**src/rtl/lsfc_pkg.sv**
```systemverilog
// Shared constants and types of the lane segment fit and center block.
package lsfc_pkg;

  localparam int REG_W          = 11;
  localparam int X_W            = 16;
  localparam int QB             = X_W - 1;
  localparam int CASE_W         = 2;
  localparam int CFG_IDX_W      = 2;
  localparam int OUT_DATA_W     = 80;
  localparam int MAX_POINTS_DEF = 1024;
  localparam int COORD_BITS_DEF = 11;
  localparam int MISSING_OFFSET = 9999;

  typedef logic [REG_W-1:0]     reg_val_t;
  typedef logic [CFG_IDX_W-1:0] cfg_idx_t;
  typedef logic [CASE_W-1:0]    case_t;

  localparam reg_val_t IMAGE_WIDTH_RST = 11'd900;
  localparam reg_val_t BOTTOM_ROW_RST  = 11'd600;
  localparam reg_val_t TOP_ROW_RST     = 11'd360;
  localparam reg_val_t STEER_WIDTH_RST = 11'd900;

  localparam cfg_idx_t CFG_IMAGE_WIDTH = 2'd0;
  localparam cfg_idx_t CFG_BOTTOM_ROW  = 2'd1;
  localparam cfg_idx_t CFG_TOP_ROW     = 2'd2;
  localparam cfg_idx_t CFG_STEER_WIDTH = 2'd3;

  localparam case_t CASE_BOTH  = 2'd0;
  localparam case_t CASE_RIGHT = 2'd1;
  localparam case_t CASE_LEFT  = 2'd2;
  localparam case_t CASE_HELD  = 2'd3;

endpackage

```
**src/rtl/lane_segment_fit_center_core.sv**
```systemverilog
// Lane segment fit and steering center: accumulation, serial fit, center pick.
//
// Segments stream in one item at a time. A dropped segment, or one that lands
// in no lane, keeps the block idle; a segment added to a lane holds the input
// while the bit-serial multiplier forms its squared and cross terms one
// multiplier bit per cycle. The item that ends a frame starts the fit: per
// lane 6 + 2*2 serial products of OP_W = 2*clog2(MAX_POINTS+1) + 2*COORD_BITS
// + 1 bits and 2 restoring divisions, then the center pick. The input accepts
// items only while no segment or fit is in work; a finished result waits in
// the output register without blocking it.
// Configuration writes are always accepted and should arrive while idle.
module lane_segment_fit_center_core import lsfc_pkg::*; #(
  parameter int MAX_POINTS = MAX_POINTS_DEF,
  parameter int COORD_BITS = COORD_BITS_DEF,
  localparam int IN_DATA_W = ((4 * COORD_BITS + 7) / 8) * 8
) (
  input  logic                  clk,
  input  logic                  rst_n,
  input  logic                  in_tvalid,
  output logic                  in_tready,
  // x_start, y_start, x_end, y_end, zero fill
  input  logic [IN_DATA_W-1:0]  in_tdata,
  // segment_valid
  input  logic                  in_tuser,
  // frame_last
  input  logic                  in_tlast,
  output logic                  out_tvalid,
  input  logic                  out_tready,
  // center_x, left_x_low, left_x_high, right_x_high, right_x_low, zero fill
  output logic [OUT_DATA_W-1:0] out_tdata,
  // center_case
  output logic [CASE_W-1:0]     out_tuser,
  input  logic                  cfg_valid,
  output logic                  cfg_ready,
  input  logic [CFG_IDX_W-1:0]  cfg_index,
  input  logic [REG_W-1:0]      cfg_data
);

  localparam int CB    = COORD_BITS;
  localparam int CNT_W = $clog2(MAX_POINTS + 1);
  localparam int SX_W  = CNT_W + CB;
  localparam int SXX_W = CNT_W + 2 * CB;
  localparam int OP_W  = 2 * CNT_W + 2 * CB + 1;
  localparam int PW    = 2 * OP_W;
  localparam int DV_W  = PW + QB;
  localparam int LEN_W = $clog2(OP_W + 1);
  localparam int CMP_W = (CB + 1 > REG_W) ? CB + 1 : REG_W;
  localparam int XC_W  = X_W + 1;

  localparam logic [2:0] ST_IDLE = 3'd0;
  localparam logic [2:0] ST_SEG  = 3'd1;
  localparam logic [2:0] ST_FIT  = 3'd2;
  localparam logic [2:0] ST_DIV  = 3'd3;
  localparam logic [2:0] ST_CTR  = 3'd4;

  localparam logic [2:0] SS_X1X1 = 3'd0;
  localparam logic [2:0] SS_X2X2 = 3'd1;
  localparam logic [2:0] SS_X1Y1 = 3'd2;
  localparam logic [2:0] SS_X2Y2 = 3'd3;

  localparam logic [2:0] FS_NXX = 3'd0;
  localparam logic [2:0] FS_SXX = 3'd1;
  localparam logic [2:0] FS_NXY = 3'd2;
  localparam logic [2:0] FS_SXY = 3'd3;
  localparam logic [2:0] FS_SN  = 3'd4;
  localparam logic [2:0] FS_NN  = 3'd5;
  localparam logic [2:0] FS_NY  = 3'd6;
  localparam logic [2:0] FS_TD  = 3'd7;

  // configuration
  reg_val_t img_w_r, bot_r, top_r, stw_r;

  // per-lane sums, index 0 left, 1 right
  logic [CNT_W-1:0] cnt_r [2];
  logic [SX_W-1:0]  sx_r  [2];
  logic [SX_W-1:0]  sy_r  [2];
  logic [SXX_W-1:0] sxx_r [2];
  logic [SXX_W-1:0] sxy_r [2];

  logic [2:0]       state_r, step_r;
  logic             mbusy_r, lane_r, row_r, side_r, last_r, has_seg_r;
  reg_val_t         prev_r;
  logic [CB-1:0]    x1_r, y1_r, x2_r, y2_r;

  // serial multiplier
  logic [PW-1:0]    ma_r, acc_r;
  logic [OP_W-1:0]  mb_r;
  logic             mneg_r;
  logic [LEN_W-1:0] mcnt_r;

  // fit terms
  logic signed [OP_W-1:0] t_r, d_r, nn_r;
  logic signed [PW-1:0]   s_r, den_r;

  // divider
  logic [PW-1:0]    rem_r;
  logic [DV_W-1:0]  dd_r;
  logic [QB-1:0]    q_r;
  logic             dneg_r, dchk_r;
  logic [3:0]       dcnt_r;

  logic signed [X_W-1:0] xr_r [4];

  logic                  out_valid_r;
  logic [OUT_DATA_W-1:0] out_data_r;
  case_t                 out_user_r;

  // input decode
  logic [CB-1:0]    in_x1, in_y1, in_x2, in_y2, adx, ady;
  logic             keep, pos, go_right, go_left, sel, room, add_seg, accept;
  logic [CMP_W-1:0] dx1, dx2, wd;
  logic [CNT_W:0]   cnt_plus2;

  // multiplier operands
  logic signed [OP_W-1:0] op_a, op_b, a_mag, b_mag;
  logic [LEN_W-1:0]       op_len;
  logic signed [PW-1:0]   prod;
  logic signed [OP_W-1:0] ext_n, ext_sx, ext_sy, ext_sxx, ext_sxy, ext_row;
  logic signed [OP_W-1:0] ext_x1, ext_x2, ext_y1, ext_y2, nn_new;
  logic signed [PW-1:0]   num_new, num_mag, den_mag;

  // divider step and result
  logic                  ge;
  logic [QB-1:0]         q_fin;
  logic signed [X_W-1:0] div_x;

  // center pick
  logic signed [X_W-1:0]  lb, lt, rb, rt, llo, lhi, rhi, rlo;
  logic signed [XC_W-1:0] wv, csum;
  logic                   left_in, right_in;
  reg_val_t               center;
  case_t                  ccase;

  assign in_tready  = (state_r == ST_IDLE);
  assign accept     = in_tvalid && in_tready;
  assign cfg_ready  = 1'b1;
  assign out_tvalid = out_valid_r;
  assign out_tdata  = out_data_r;
  assign out_tuser  = out_user_r;

  assign in_x1 = in_tdata[CB-1:0];
  assign in_y1 = in_tdata[2*CB-1:CB];
  assign in_x2 = in_tdata[3*CB-1:2*CB];
  assign in_y2 = in_tdata[4*CB-1:3*CB];

  always_comb begin
    adx  = (in_x2 > in_x1) ? in_x2 - in_x1 : in_x1 - in_x2;
    ady  = (in_y2 > in_y1) ? in_y2 - in_y1 : in_y1 - in_y2;
    keep = (in_x2 == in_x1) || ({ady, 1'b0} > {1'b0, adx});
    pos  = (in_x2 == in_x1) || ((in_y2 > in_y1) == (in_x2 > in_x1));
    dx1  = CMP_W'({in_x1, 1'b0});
    dx2  = CMP_W'({in_x2, 1'b0});
    wd   = CMP_W'(img_w_r);
    go_right = keep && pos && (dx1 > wd) && (dx2 > wd);
    go_left  = keep && !pos && (dx1 < wd) && (dx2 < wd);
  end

  // one read port into the lane sums
  always_comb begin
    case (state_r)
      ST_IDLE: sel = go_right;
      ST_SEG:  sel = side_r;
      default: sel = lane_r;
    endcase
  end

  assign cnt_plus2 = {1'b0, cnt_r[sel]} + (CNT_W + 1)'(2);
  assign room      = (cnt_plus2 <= (CNT_W + 1)'(MAX_POINTS));
  assign add_seg   = in_tuser && (go_right || go_left) && room;

  assign ext_n   = $signed({{(OP_W - CNT_W){1'b0}}, cnt_r[sel]});
  assign ext_sx  = $signed({{(OP_W - SX_W){1'b0}}, sx_r[sel]});
  assign ext_sy  = $signed({{(OP_W - SX_W){1'b0}}, sy_r[sel]});
  assign ext_sxx = $signed({{(OP_W - SXX_W){1'b0}}, sxx_r[sel]});
  assign ext_sxy = $signed({{(OP_W - SXX_W){1'b0}}, sxy_r[sel]});
  assign ext_row = $signed({{(OP_W - REG_W){1'b0}}, (row_r ? top_r : bot_r)});
  assign ext_x1  = $signed({{(OP_W - CB){1'b0}}, x1_r});
  assign ext_x2  = $signed({{(OP_W - CB){1'b0}}, x2_r});
  assign ext_y1  = $signed({{(OP_W - CB){1'b0}}, y1_r});
  assign ext_y2  = $signed({{(OP_W - CB){1'b0}}, y2_r});

  always_comb begin
    op_a   = ext_n;
    op_b   = ext_sxx;
    op_len = LEN_W'(OP_W);
    if (state_r == ST_SEG) begin
      op_len = LEN_W'(CB);
      case (step_r)
        SS_X1X1: begin op_a = ext_x1; op_b = ext_x1; end
        SS_X2X2: begin op_a = ext_x2; op_b = ext_x2; end
        SS_X1Y1: begin op_a = ext_x1; op_b = ext_y1; end
        default: begin op_a = ext_x2; op_b = ext_y2; end
      endcase
    end else begin
      case (step_r)
        FS_NXX:  begin op_a = ext_n;  op_b = ext_sxx; end
        FS_SXX:  begin op_a = ext_sx; op_b = ext_sx;  end
        FS_NXY:  begin op_a = ext_n;  op_b = ext_sxy; end
        FS_SXY:  begin op_a = ext_sx; op_b = ext_sy;  end
        FS_SN:   begin op_a = ext_sx; op_b = nn_r;    end
        FS_NN:   begin op_a = ext_n;  op_b = nn_r;    end
        FS_NY:   begin op_a = ext_n;  op_b = ext_row; end
        default: begin op_a = t_r;    op_b = d_r;     end
      endcase
    end
    a_mag = op_a[OP_W-1] ? -op_a : op_a;
    b_mag = op_b[OP_W-1] ? -op_b : op_b;
  end

  assign prod    = mneg_r ? -$signed(acc_r) : $signed(acc_r);
  assign nn_new  = t_r - $signed(prod[OP_W-1:0]);
  assign num_new = s_r + prod;
  assign num_mag = num_new[PW-1] ? -num_new : num_new;
  assign den_mag = den_r[PW-1] ? -den_r : den_r;

  assign ge    = ({{QB{1'b0}}, rem_r} >= dd_r);
  assign q_fin = {q_r[QB-2:0], ge};
  always_comb begin
    if (dchk_r) begin
      div_x = dneg_r ? $signed({1'b1, {(X_W-1){1'b0}}}) : $signed({1'b0, {(X_W-1){1'b1}}});
    end else begin
      div_x = dneg_r ? -$signed({1'b0, q_fin}) : $signed({1'b0, q_fin});
    end
  end

  always_comb begin
    lb  = xr_r[0];
    lt  = xr_r[1];
    rb  = xr_r[2];
    rt  = xr_r[3];
    llo = (lb < lt) ? lb : lt;
    lhi = (lb < lt) ? lt : lb;
    rhi = (rb > rt) ? rb : rt;
    rlo = (rb > rt) ? rt : rb;
    wv  = $signed({{(XC_W - REG_W){1'b0}}, stw_r});
    left_in  = (llo > 0) && (lhi > 0) && (XC_W'(llo) < wv) && (XC_W'(lhi) < wv);
    right_in = (rhi > 0) && (rlo > 0) && (XC_W'(rhi) < wv) && (XC_W'(rlo) < wv);
    csum   = '0;
    center = prev_r;
    ccase  = CASE_HELD;
    if (left_in && right_in) begin
      csum  = XC_W'(rhi) + XC_W'(llo);
      ccase = CASE_BOTH;
    end else if (((llo < 0) || (lhi < 0)) && right_in) begin
      csum  = XC_W'(rhi) + (wv >>> 1);
      ccase = CASE_RIGHT;
    end else if (((rhi < 0) || (rlo < 0)) && left_in) begin
      csum  = XC_W'(llo) + (wv >>> 1);
      ccase = CASE_LEFT;
    end
    if (ccase != CASE_HELD) begin
      center = csum[REG_W:1];
    end
  end

  always_ff @(posedge clk) begin
    if (!rst_n) begin
      img_w_r     <= IMAGE_WIDTH_RST;
      bot_r       <= BOTTOM_ROW_RST;
      top_r       <= TOP_ROW_RST;
      stw_r       <= STEER_WIDTH_RST;
      for (int i = 0; i < 2; i++) begin
        cnt_r[i] <= '0;
        sx_r[i]  <= '0;
        sy_r[i]  <= '0;
        sxx_r[i] <= '0;
        sxy_r[i] <= '0;
      end
      state_r     <= ST_IDLE;
      step_r      <= '0;
      mbusy_r     <= 1'b0;
      lane_r      <= 1'b0;
      row_r       <= 1'b0;
      has_seg_r   <= 1'b0;
      prev_r      <= '0;
      out_valid_r <= 1'b0;
    end else begin
      if (cfg_valid) begin
        case (cfg_index)
          CFG_IMAGE_WIDTH: img_w_r <= cfg_data;
          CFG_BOTTOM_ROW:  bot_r   <= cfg_data;
          CFG_TOP_ROW:     top_r   <= cfg_data;
          CFG_STEER_WIDTH: stw_r   <= cfg_data;
          default: ;
        endcase
      end

      if (out_valid_r && out_tready) begin
        out_valid_r <= 1'b0;
      end

      // start a product, run it a bit per cycle
      if ((state_r == ST_SEG || state_r == ST_FIT) && !mbusy_r) begin
        mbusy_r <= 1'b1;
        ma_r    <= {{(PW - OP_W){1'b0}}, a_mag};
        mb_r    <= b_mag;
        acc_r   <= '0;
        mneg_r  <= op_a[OP_W-1] ^ op_b[OP_W-1];
        mcnt_r  <= op_len;
      end else if (mbusy_r && mcnt_r != '0) begin
        if (mb_r[0]) begin
          acc_r <= acc_r + ma_r;
        end
        ma_r   <= ma_r << 1;
        mb_r   <= mb_r >> 1;
        mcnt_r <= mcnt_r - 1'b1;
      end

      case (state_r)
        ST_IDLE: begin
          if (accept) begin
            has_seg_r <= has_seg_r | in_tuser;
            last_r    <= in_tlast;
            x1_r      <= in_x1;
            y1_r      <= in_y1;
            x2_r      <= in_x2;
            y2_r      <= in_y2;
            side_r    <= go_right;
            step_r    <= '0;
            lane_r    <= 1'b0;
            row_r     <= 1'b0;
            mbusy_r   <= 1'b0;
            if (add_seg) begin
              cnt_r[sel] <= cnt_plus2[CNT_W-1:0];
              sx_r[sel]  <= sx_r[sel] + SX_W'(in_x1) + SX_W'(in_x2);
              sy_r[sel]  <= sy_r[sel] + SX_W'(in_y1) + SX_W'(in_y2);
              state_r    <= ST_SEG;
            end else if (in_tlast && (has_seg_r || in_tuser)) begin
              state_r <= ST_FIT;
            end
          end
        end

        ST_SEG: begin
          if (mbusy_r && mcnt_r == '0) begin
            mbusy_r <= 1'b0;
            step_r  <= step_r + 1'b1;
            if (step_r == SS_X1X1 || step_r == SS_X2X2) begin
              sxx_r[sel] <= sxx_r[sel] + prod[SXX_W-1:0];
            end else begin
              sxy_r[sel] <= sxy_r[sel] + prod[SXX_W-1:0];
            end
            if (step_r == SS_X2Y2) begin
              step_r  <= '0;
              state_r <= last_r ? ST_FIT : ST_IDLE;
            end
          end
        end

        ST_FIT: begin
          if (mbusy_r && mcnt_r == '0) begin
            mbusy_r <= 1'b0;
            step_r  <= step_r + 1'b1;
            case (step_r)
              FS_NXX: t_r <= prod[OP_W-1:0];
              FS_SXX: d_r <= t_r - $signed(prod[OP_W-1:0]);
              FS_NXY: t_r <= prod[OP_W-1:0];
              FS_SXY: begin
                nn_r <= nn_new;
                // degenerate or empty lane: report as missing
                if (d_r == '0 || nn_new == '0) begin
                  xr_r[{lane_r, 1'b0}] <= $signed({{(X_W - REG_W){1'b0}}, bot_r})
                                          - X_W'(MISSING_OFFSET);
                  xr_r[{lane_r, 1'b1}] <= $signed({{(X_W - REG_W){1'b0}}, top_r})
                                          - X_W'(MISSING_OFFSET);
                  step_r <= FS_NXX;
                  if (lane_r) begin
                    state_r <= ST_CTR;
                  end else begin
                    lane_r <= 1'b1;
                  end
                end
              end
              FS_SN: s_r   <= prod;
              FS_NN: den_r <= prod;
              FS_NY: t_r   <= $signed(prod[OP_W-1:0]) - ext_sy;
              default: begin
                rem_r   <= num_mag;
                dd_r    <= {den_mag, {QB{1'b0}}};
                dneg_r  <= num_new[PW-1] ^ den_r[PW-1];
                dchk_r  <= 1'b1;
                dcnt_r  <= 4'(QB - 1);
                q_r     <= '0;
                state_r <= ST_DIV;
              end
            endcase
          end
        end

        ST_DIV: begin
          if (dchk_r && !ge) begin
            dchk_r <= 1'b0;
            dd_r   <= dd_r >> 1;
          end else begin
            if (!dchk_r) begin
              if (ge) begin
                rem_r <= rem_r - dd_r[PW-1:0];
              end
              q_r    <= q_fin;
              dd_r   <= dd_r >> 1;
              dcnt_r <= dcnt_r - 1'b1;
            end
            // finish on saturation or after the last quotient bit
            if (dchk_r || dcnt_r == '0) begin
              xr_r[{lane_r, row_r}] <= div_x;
              if (!row_r) begin
                row_r   <= 1'b1;
                step_r  <= FS_NY;
                state_r <= ST_FIT;
              end else begin
                row_r  <= 1'b0;
                step_r <= FS_NXX;
                if (lane_r) begin
                  state_r <= ST_CTR;
                end else begin
                  lane_r  <= 1'b1;
                  state_r <= ST_FIT;
                end
              end
            end
          end
        end

        ST_CTR: begin
          if (!out_valid_r || out_tready) begin
            out_valid_r <= 1'b1;
            out_data_r  <= {{(OUT_DATA_W - REG_W - 4 * X_W){1'b0}},
                            rlo, rhi, lhi, llo, center};
            out_user_r  <= ccase;
            prev_r      <= center;
            has_seg_r   <= 1'b0;
            for (int i = 0; i < 2; i++) begin
              cnt_r[i] <= '0;
              sx_r[i]  <= '0;
              sy_r[i]  <= '0;
              sxx_r[i] <= '0;
              sxy_r[i] <= '0;
            end
            lane_r  <= 1'b0;
            state_r <= ST_IDLE;
          end
        end

        default: state_r <= ST_IDLE;
      endcase
    end
  end

endmodule

```
**config.mk**
```make
export PLATFORM = sky130hd
export DESIGN_NAME = lane_segment_fit_center_core
export DESIGN_NICKNAME = d
export VERILOG_FILES = /design/src/rtl/lsfc_pkg.sv /design/src/rtl/lane_segment_fit_center_core.sv
export SDC_FILE = /design/constraint.sdc
export NUM_CORES = 2
export LEC_CHECK = 0
export ABC_AREA = 1
export BUFFER_PORTS_ARGS = -buffer_cell sky130_fd_sc_hd__buf_2
export CAP_MARGIN = 20
export CORE_UTILIZATION = 50
export DETAILED_ROUTE_END_ITERATION = 16
export GPL_TIMING_DRIVEN = 0
export MAX_ROUTING_LAYER = met4
export PLACE_DENSITY = 0.66
export SLEW_MARGIN = 20
export SYNTH_ARGS = -nofsm -noshare
export SYNTH_HDL_FRONTEND = slang
export SYNTH_SLANG_ARGS = --single-unit
```
**constraint.sdc**
```tcl
create_clock -name clk -period 44.5 [get_ports clk]
set_input_delay 8.9 -clock clk [delete_from_list [all_inputs] [get_ports clk]]
set_output_delay 8.9 -clock clk [all_outputs]
set_load 0.01 [all_outputs]
```
* Word level (Yosys, flattened, before mapping) *
Memories as Yosys holds them, arrays and structs flattened.
Index checks and enable logic that the tools add are counted.
Widths: inputs -> output; s select.

storage, ports and cells
  flip-flop bits (word level) = 951
  RAM bits = 306
  bits of input ports = 68
  output and inout bits = 85
  logic and storage cells = 409
  memories kept = 6

operators by class
  $add $sub $neg = 30
  magnitude comparators = 23
  eq/ne operators = 35
  multiplexer cells = 171
  bitwise gates (word level) = 14
  reduce and logical (&&, ||, !) cells = 93

memories
  memory  depth  width  rd ports  clocked after Yosys merged registers in  wr ports  RTL line                             RTL
  sxx_r   2      33     1         0                                        2         lane_segment_fit_center_core.sv:77   logic [SXX_W-1:0] sxx_r [2];
  sxy_r   2      33     1         0                                        2         lane_segment_fit_center_core.sv:78   logic [SXX_W-1:0] sxy_r [2];
  xr_r    4      16     4         0                                        2         lane_segment_fit_center_core.sv:102  logic signed [X_W-1:0] xr_r [4];
  sx_r    2      22     1         0                                        2         lane_segment_fit_center_core.sv:75   logic [SX_W-1:0] sx_r [2];
  sy_r    2      22     1         0                                        2         lane_segment_fit_center_core.sv:76   logic [SX_W-1:0] sy_r [2];
  cnt_r   2      11     1         0                                        2         lane_segment_fit_center_core.sv:74   logic [CNT_W-1:0] cnt_r [2];

operator list
  cell                 count
  $mux 90              11
  $mux 105             4
  $mux 45              7
  $neg 90->90          3
  $pmux 45 s6          1
  $pmux 105 s2         1
  $mux 33              6
  $add 90x90->90       2
  $pmux 45 s2          2
  $pmux 90 s2          1
  $mux 22              6
  $mux 16              8
  $ge 90x105->1        1
  $logic_not 45->1     2
  $neg 45->45          2
  $sub 90x90->90       1
  $add 22x11->22       4
  $mux 11              8
  $add 33x33->33       2
  $mux 3               22
  $reduce_or 33->1     2
  $gt 16x1->1 const B  4
  $lt 16x1->1 const B  4
  $lt 16x12->1         4
  72 further kinds     258

* Longest topological paths before layout *
An unclocked memory read counts as a cell.

  depth in word-level cells = 19
  depth in mapped cells = 57
  mapped depth without buffers = 53

* Worst setup path after synthesis *
OpenSTA, ideal clock, no wires.

  path type = input to register
  from = input rst_n
  to = register acc_r[0], enable pin
  setup time = 455 ps
  arrival = 21642 ps
  data required time = 44045 ps
  setup slack = 22402 ps
  cell stages on the path = 5
  path buffers = 2
  path through = clkbuf_1 > inv_1 > clkbuf_1 > nor3_1 > o21a_1

between the ends
  longest elaborated chain between the ends = 1

RTL lines
  what                               RTL line                             RTL
  start, declared                    lane_segment_fit_center_core.sv:18   input logic rst_n,
  $reduce_and 3->1 (no source line)  --
  end signal, assigned               lane_segment_fit_center_core.sv:302  acc_r <= acc_r + ma_r;
  end, declared                      lane_segment_fit_center_core.sv:86   logic [PW-1:0] ma_r, acc_r;

No other way between the ends.
A chain may end at the register's enable or synchronous reset.

==> results.cfg <==
[global_route]
grt_usage_pct = 39.7
grt_pass1_vias = 88500
gr-total-overflow = 0
antenna_found_initial = 8
grt_pass1_wl_microns = 565000
grt_max_degree = 61

[cells_and_area]
fin_cells = 16100
final_core_util_pct = 55.9
n_fill_cell = 18600
final_nets = 14200
fin_area_sq_mm = 0.108
syn2layout_area_growth_pct = 10.7
drive_gt1_share_pct = 5.21
seqCellArea_sq_mm = 0.0371
multi_input_area_sq_mm = 0.0520

[setup_path]
slowest_stage = a21oi_1
required_ns = 45.07
critPathKind = in -> reg
end_kind = flop
arrival_ns = 17.81
reg2reg_slack_ns = 35.58
cp_max_fo = 10
max_stage_delay_ns = 0.63
cp_common_cell = nand2_1
critPathLaunchType = input pin

[timing]
finalCritPeriodShare_pct = 38.8
tns_ns = 0
finalHoldViolations = 0
skew_ns = 0.0527
max_freq_ghz = 0.0580
slew-limit-headroom_pct = 14.9
hold_slack_ns = 0.457
timing.final.ws_setup_ns = 27.25
setup_violations = 0
period_minus_slack_ns = 17.25
slew_viol_final = 0
rsz0062_at_grt = no
tightest_slew_ns = 1.27

[routing]
drc = 0
first_iter_violations = 12300
via_per_inst = 5.91
wl_microns = 391000
vias = 95300
first_pass_iters = 10
post_drt_wl_per_cell_microns = 24.2
drtAntennaViolNets = 0

[floorplanning]
rows = 161
coreArea_sq_mm = 0.193
io_pins = 153
die_w_microns = 443
start_util_pct = 50.4
die_y_microns = 443
die_area_sq_mm = 0.196

[placed_design]
dp_hpwl_microns = 320000
placed_area_sq_mm = 0.103
post-place-ws_ns = 26.79
place_inst = 15800
io_buffers = 141
gp_congestion = 1.08

[clocking]
cts_setup_buffers = 0
h-tree-depth = 4
cts.sinks = 1257
clk_latency_ns = 0.85
hold_buffers = 0
cts_buffers = 149
cts_buffer_depth = 3
cts.clk_slew.worst_paths_ns = 0.06
cts_tree = yes
cts_root_buf = clkbuf_16
cts_resized = 0

[yosys]
yosys.area.top_type = edfxtp_1
syn_area_sq_mm = 0.0974
synth-async-reset-ratio_pct = 0
ys_top_cells_by_count = nand2_1, inv_1, nor2_1
yosys.cell_count.top_type = nand2_1
postSynthAreaPerCell_sq_um = 7.45
synth-main-ff-cell = edfxtp_1
synth_top_cells_by_area = edfxtp_1, nand2_1, ha_1
ys_types = 73
synth_top_cell_area_share_pct = 36.7
synth_edf_count = 1191
ys.warnings.count = 0
synth-seq-cells = 1257
postSynthCellCount = 13100
yosysSeqAreaShare_pct = 38.1

[pwr]
p_total_mw = 6.39
vdd_drop_max_mv = 0.0471
p_leak_nw = 47.0
p_per_area_mw_per_mm2 = 59.3

[status]
status = completed

[hold_path]
hold_class = reg -> reg

[run]
drv_cap = 0
worst paths after layout:
| kind | start | to | depth (start not counted) |
|---|---|---|---|
| worst min-delay path | prev_r[7] | prev_r[7] | 2 |
| worst min register to register | prev_r[7] | prev_r[7] | 2 |
| worst max-delay path | in_tdata[10] | sxx_r[0][32] | 48 |
| worst max register to register | acc_r[0] | rem_r[79] | 32 |
where the power goes:
group / internal, mW / switching, mW / leakage (nW) / total [mW]
clock: 0.722 / 0.545 / 2.41 / 1.27
sequential: 1.49 / 0.0679 / 11.7 / 1.56
combinational: 1.00 / 2.56 / 32.9 / 3.57
total: 3.22 / 3.18 / 47.0 / 6.39
cells in the final DEF (no fill, tap or decap), types with 21 or more instances in the layout:
master,count
a211oi_1,22
a21boi_0,26
a21o_1,41
a21oi_1,983
a221oi_1,34
a31oi_1,147
and2_1,40
buf_1,29
buf_2,198
buf_4,71
buf_6,29
clkbuf_1,207
clkbuf_16,152
clkinv_1,26
clkinv_2,26
dfxtp_1,66
edfxtp_1,1191
fa_1,38
ha_1,608
inv_1,1955
nand2_1,2832
nand3_1,602
nand3b_1,55
nand4_1,173
nor2_1,1693
nor3_1,199
nor4_1,124
o211ai_1,48
o21a_1,80
o21ai_0,865
o21ai_1,65
o21bai_1,46
o31ai_1,39
or2_2,28
xnor2_1,197
xor2_1,347
xor2_2,21
final cells by class:
| class | count | area share (%) |
|---|---|---|
| inverters | 1972 | 6.87 |
| flip-flops and latches | 1257 | 34.4 |
| plain buffers | 297 | 1.26 |
| multi-input cells | 9537 | 48.2 |
| diodes | 4 | 0.00929 |
| repair buffers | 242 | 1.71 |
| well taps | 2526 | 2.93 |
| clock buffers | 179 | 3.66 |
| clock inverters | 94 | 0.955 |
cells by family after synthesis:
family,Yosys count,synth area share (%)
XOR/XNOR,576,5.18
AND/OR/NAND/NOR,5820,24.9
other,2,0.00771
AO/OA/AOI/OAI,2480,14.2
adder cells (fa/ha/maj),646,8.60
multiplexers,9,0.0938
flip-flops,1257,38.1
buffers and inverters,2269,9.00
per-layer routing:
metal	track usage, %	up-vias	share of wire [%]
li1	-	44500	-
met3	6.78	790	11
met1	54.9	45000	42
met2	57.3	5047	42
met5	-	-	0
met4	16.9	0	4.9
flip-flops by register name, summed over array words and instances, names as in the netlist, 14 cells and up:
register and cells:
xr_r 64, acc_r 90, t_r 45, sx_r 44, ma_r 90, sxy_r 66, q_r 14, nn_r 45
mb_r 45, out_tdata 75, rem_r 90, sxx_r 66, cnt_r 22, den_r 90, dd_r 105, sy_r 44
d_r 45, s_r 90
critical path, delay by kind of cell:
| family | cells | cell delay, ns |
|---|---|---|
| xor gates and xnor gates | 2 | 0.41 |
| buffers and inverters | 5 | 1.37 |
| AOI/OAI and AO/OA | 10 | 2.71 |
| adders and majority gates | 3 | 1.17 |
| and+or+nand+nor | 28 | 3.22 |
No activity file was read; power rests on OpenSTA's default activity.
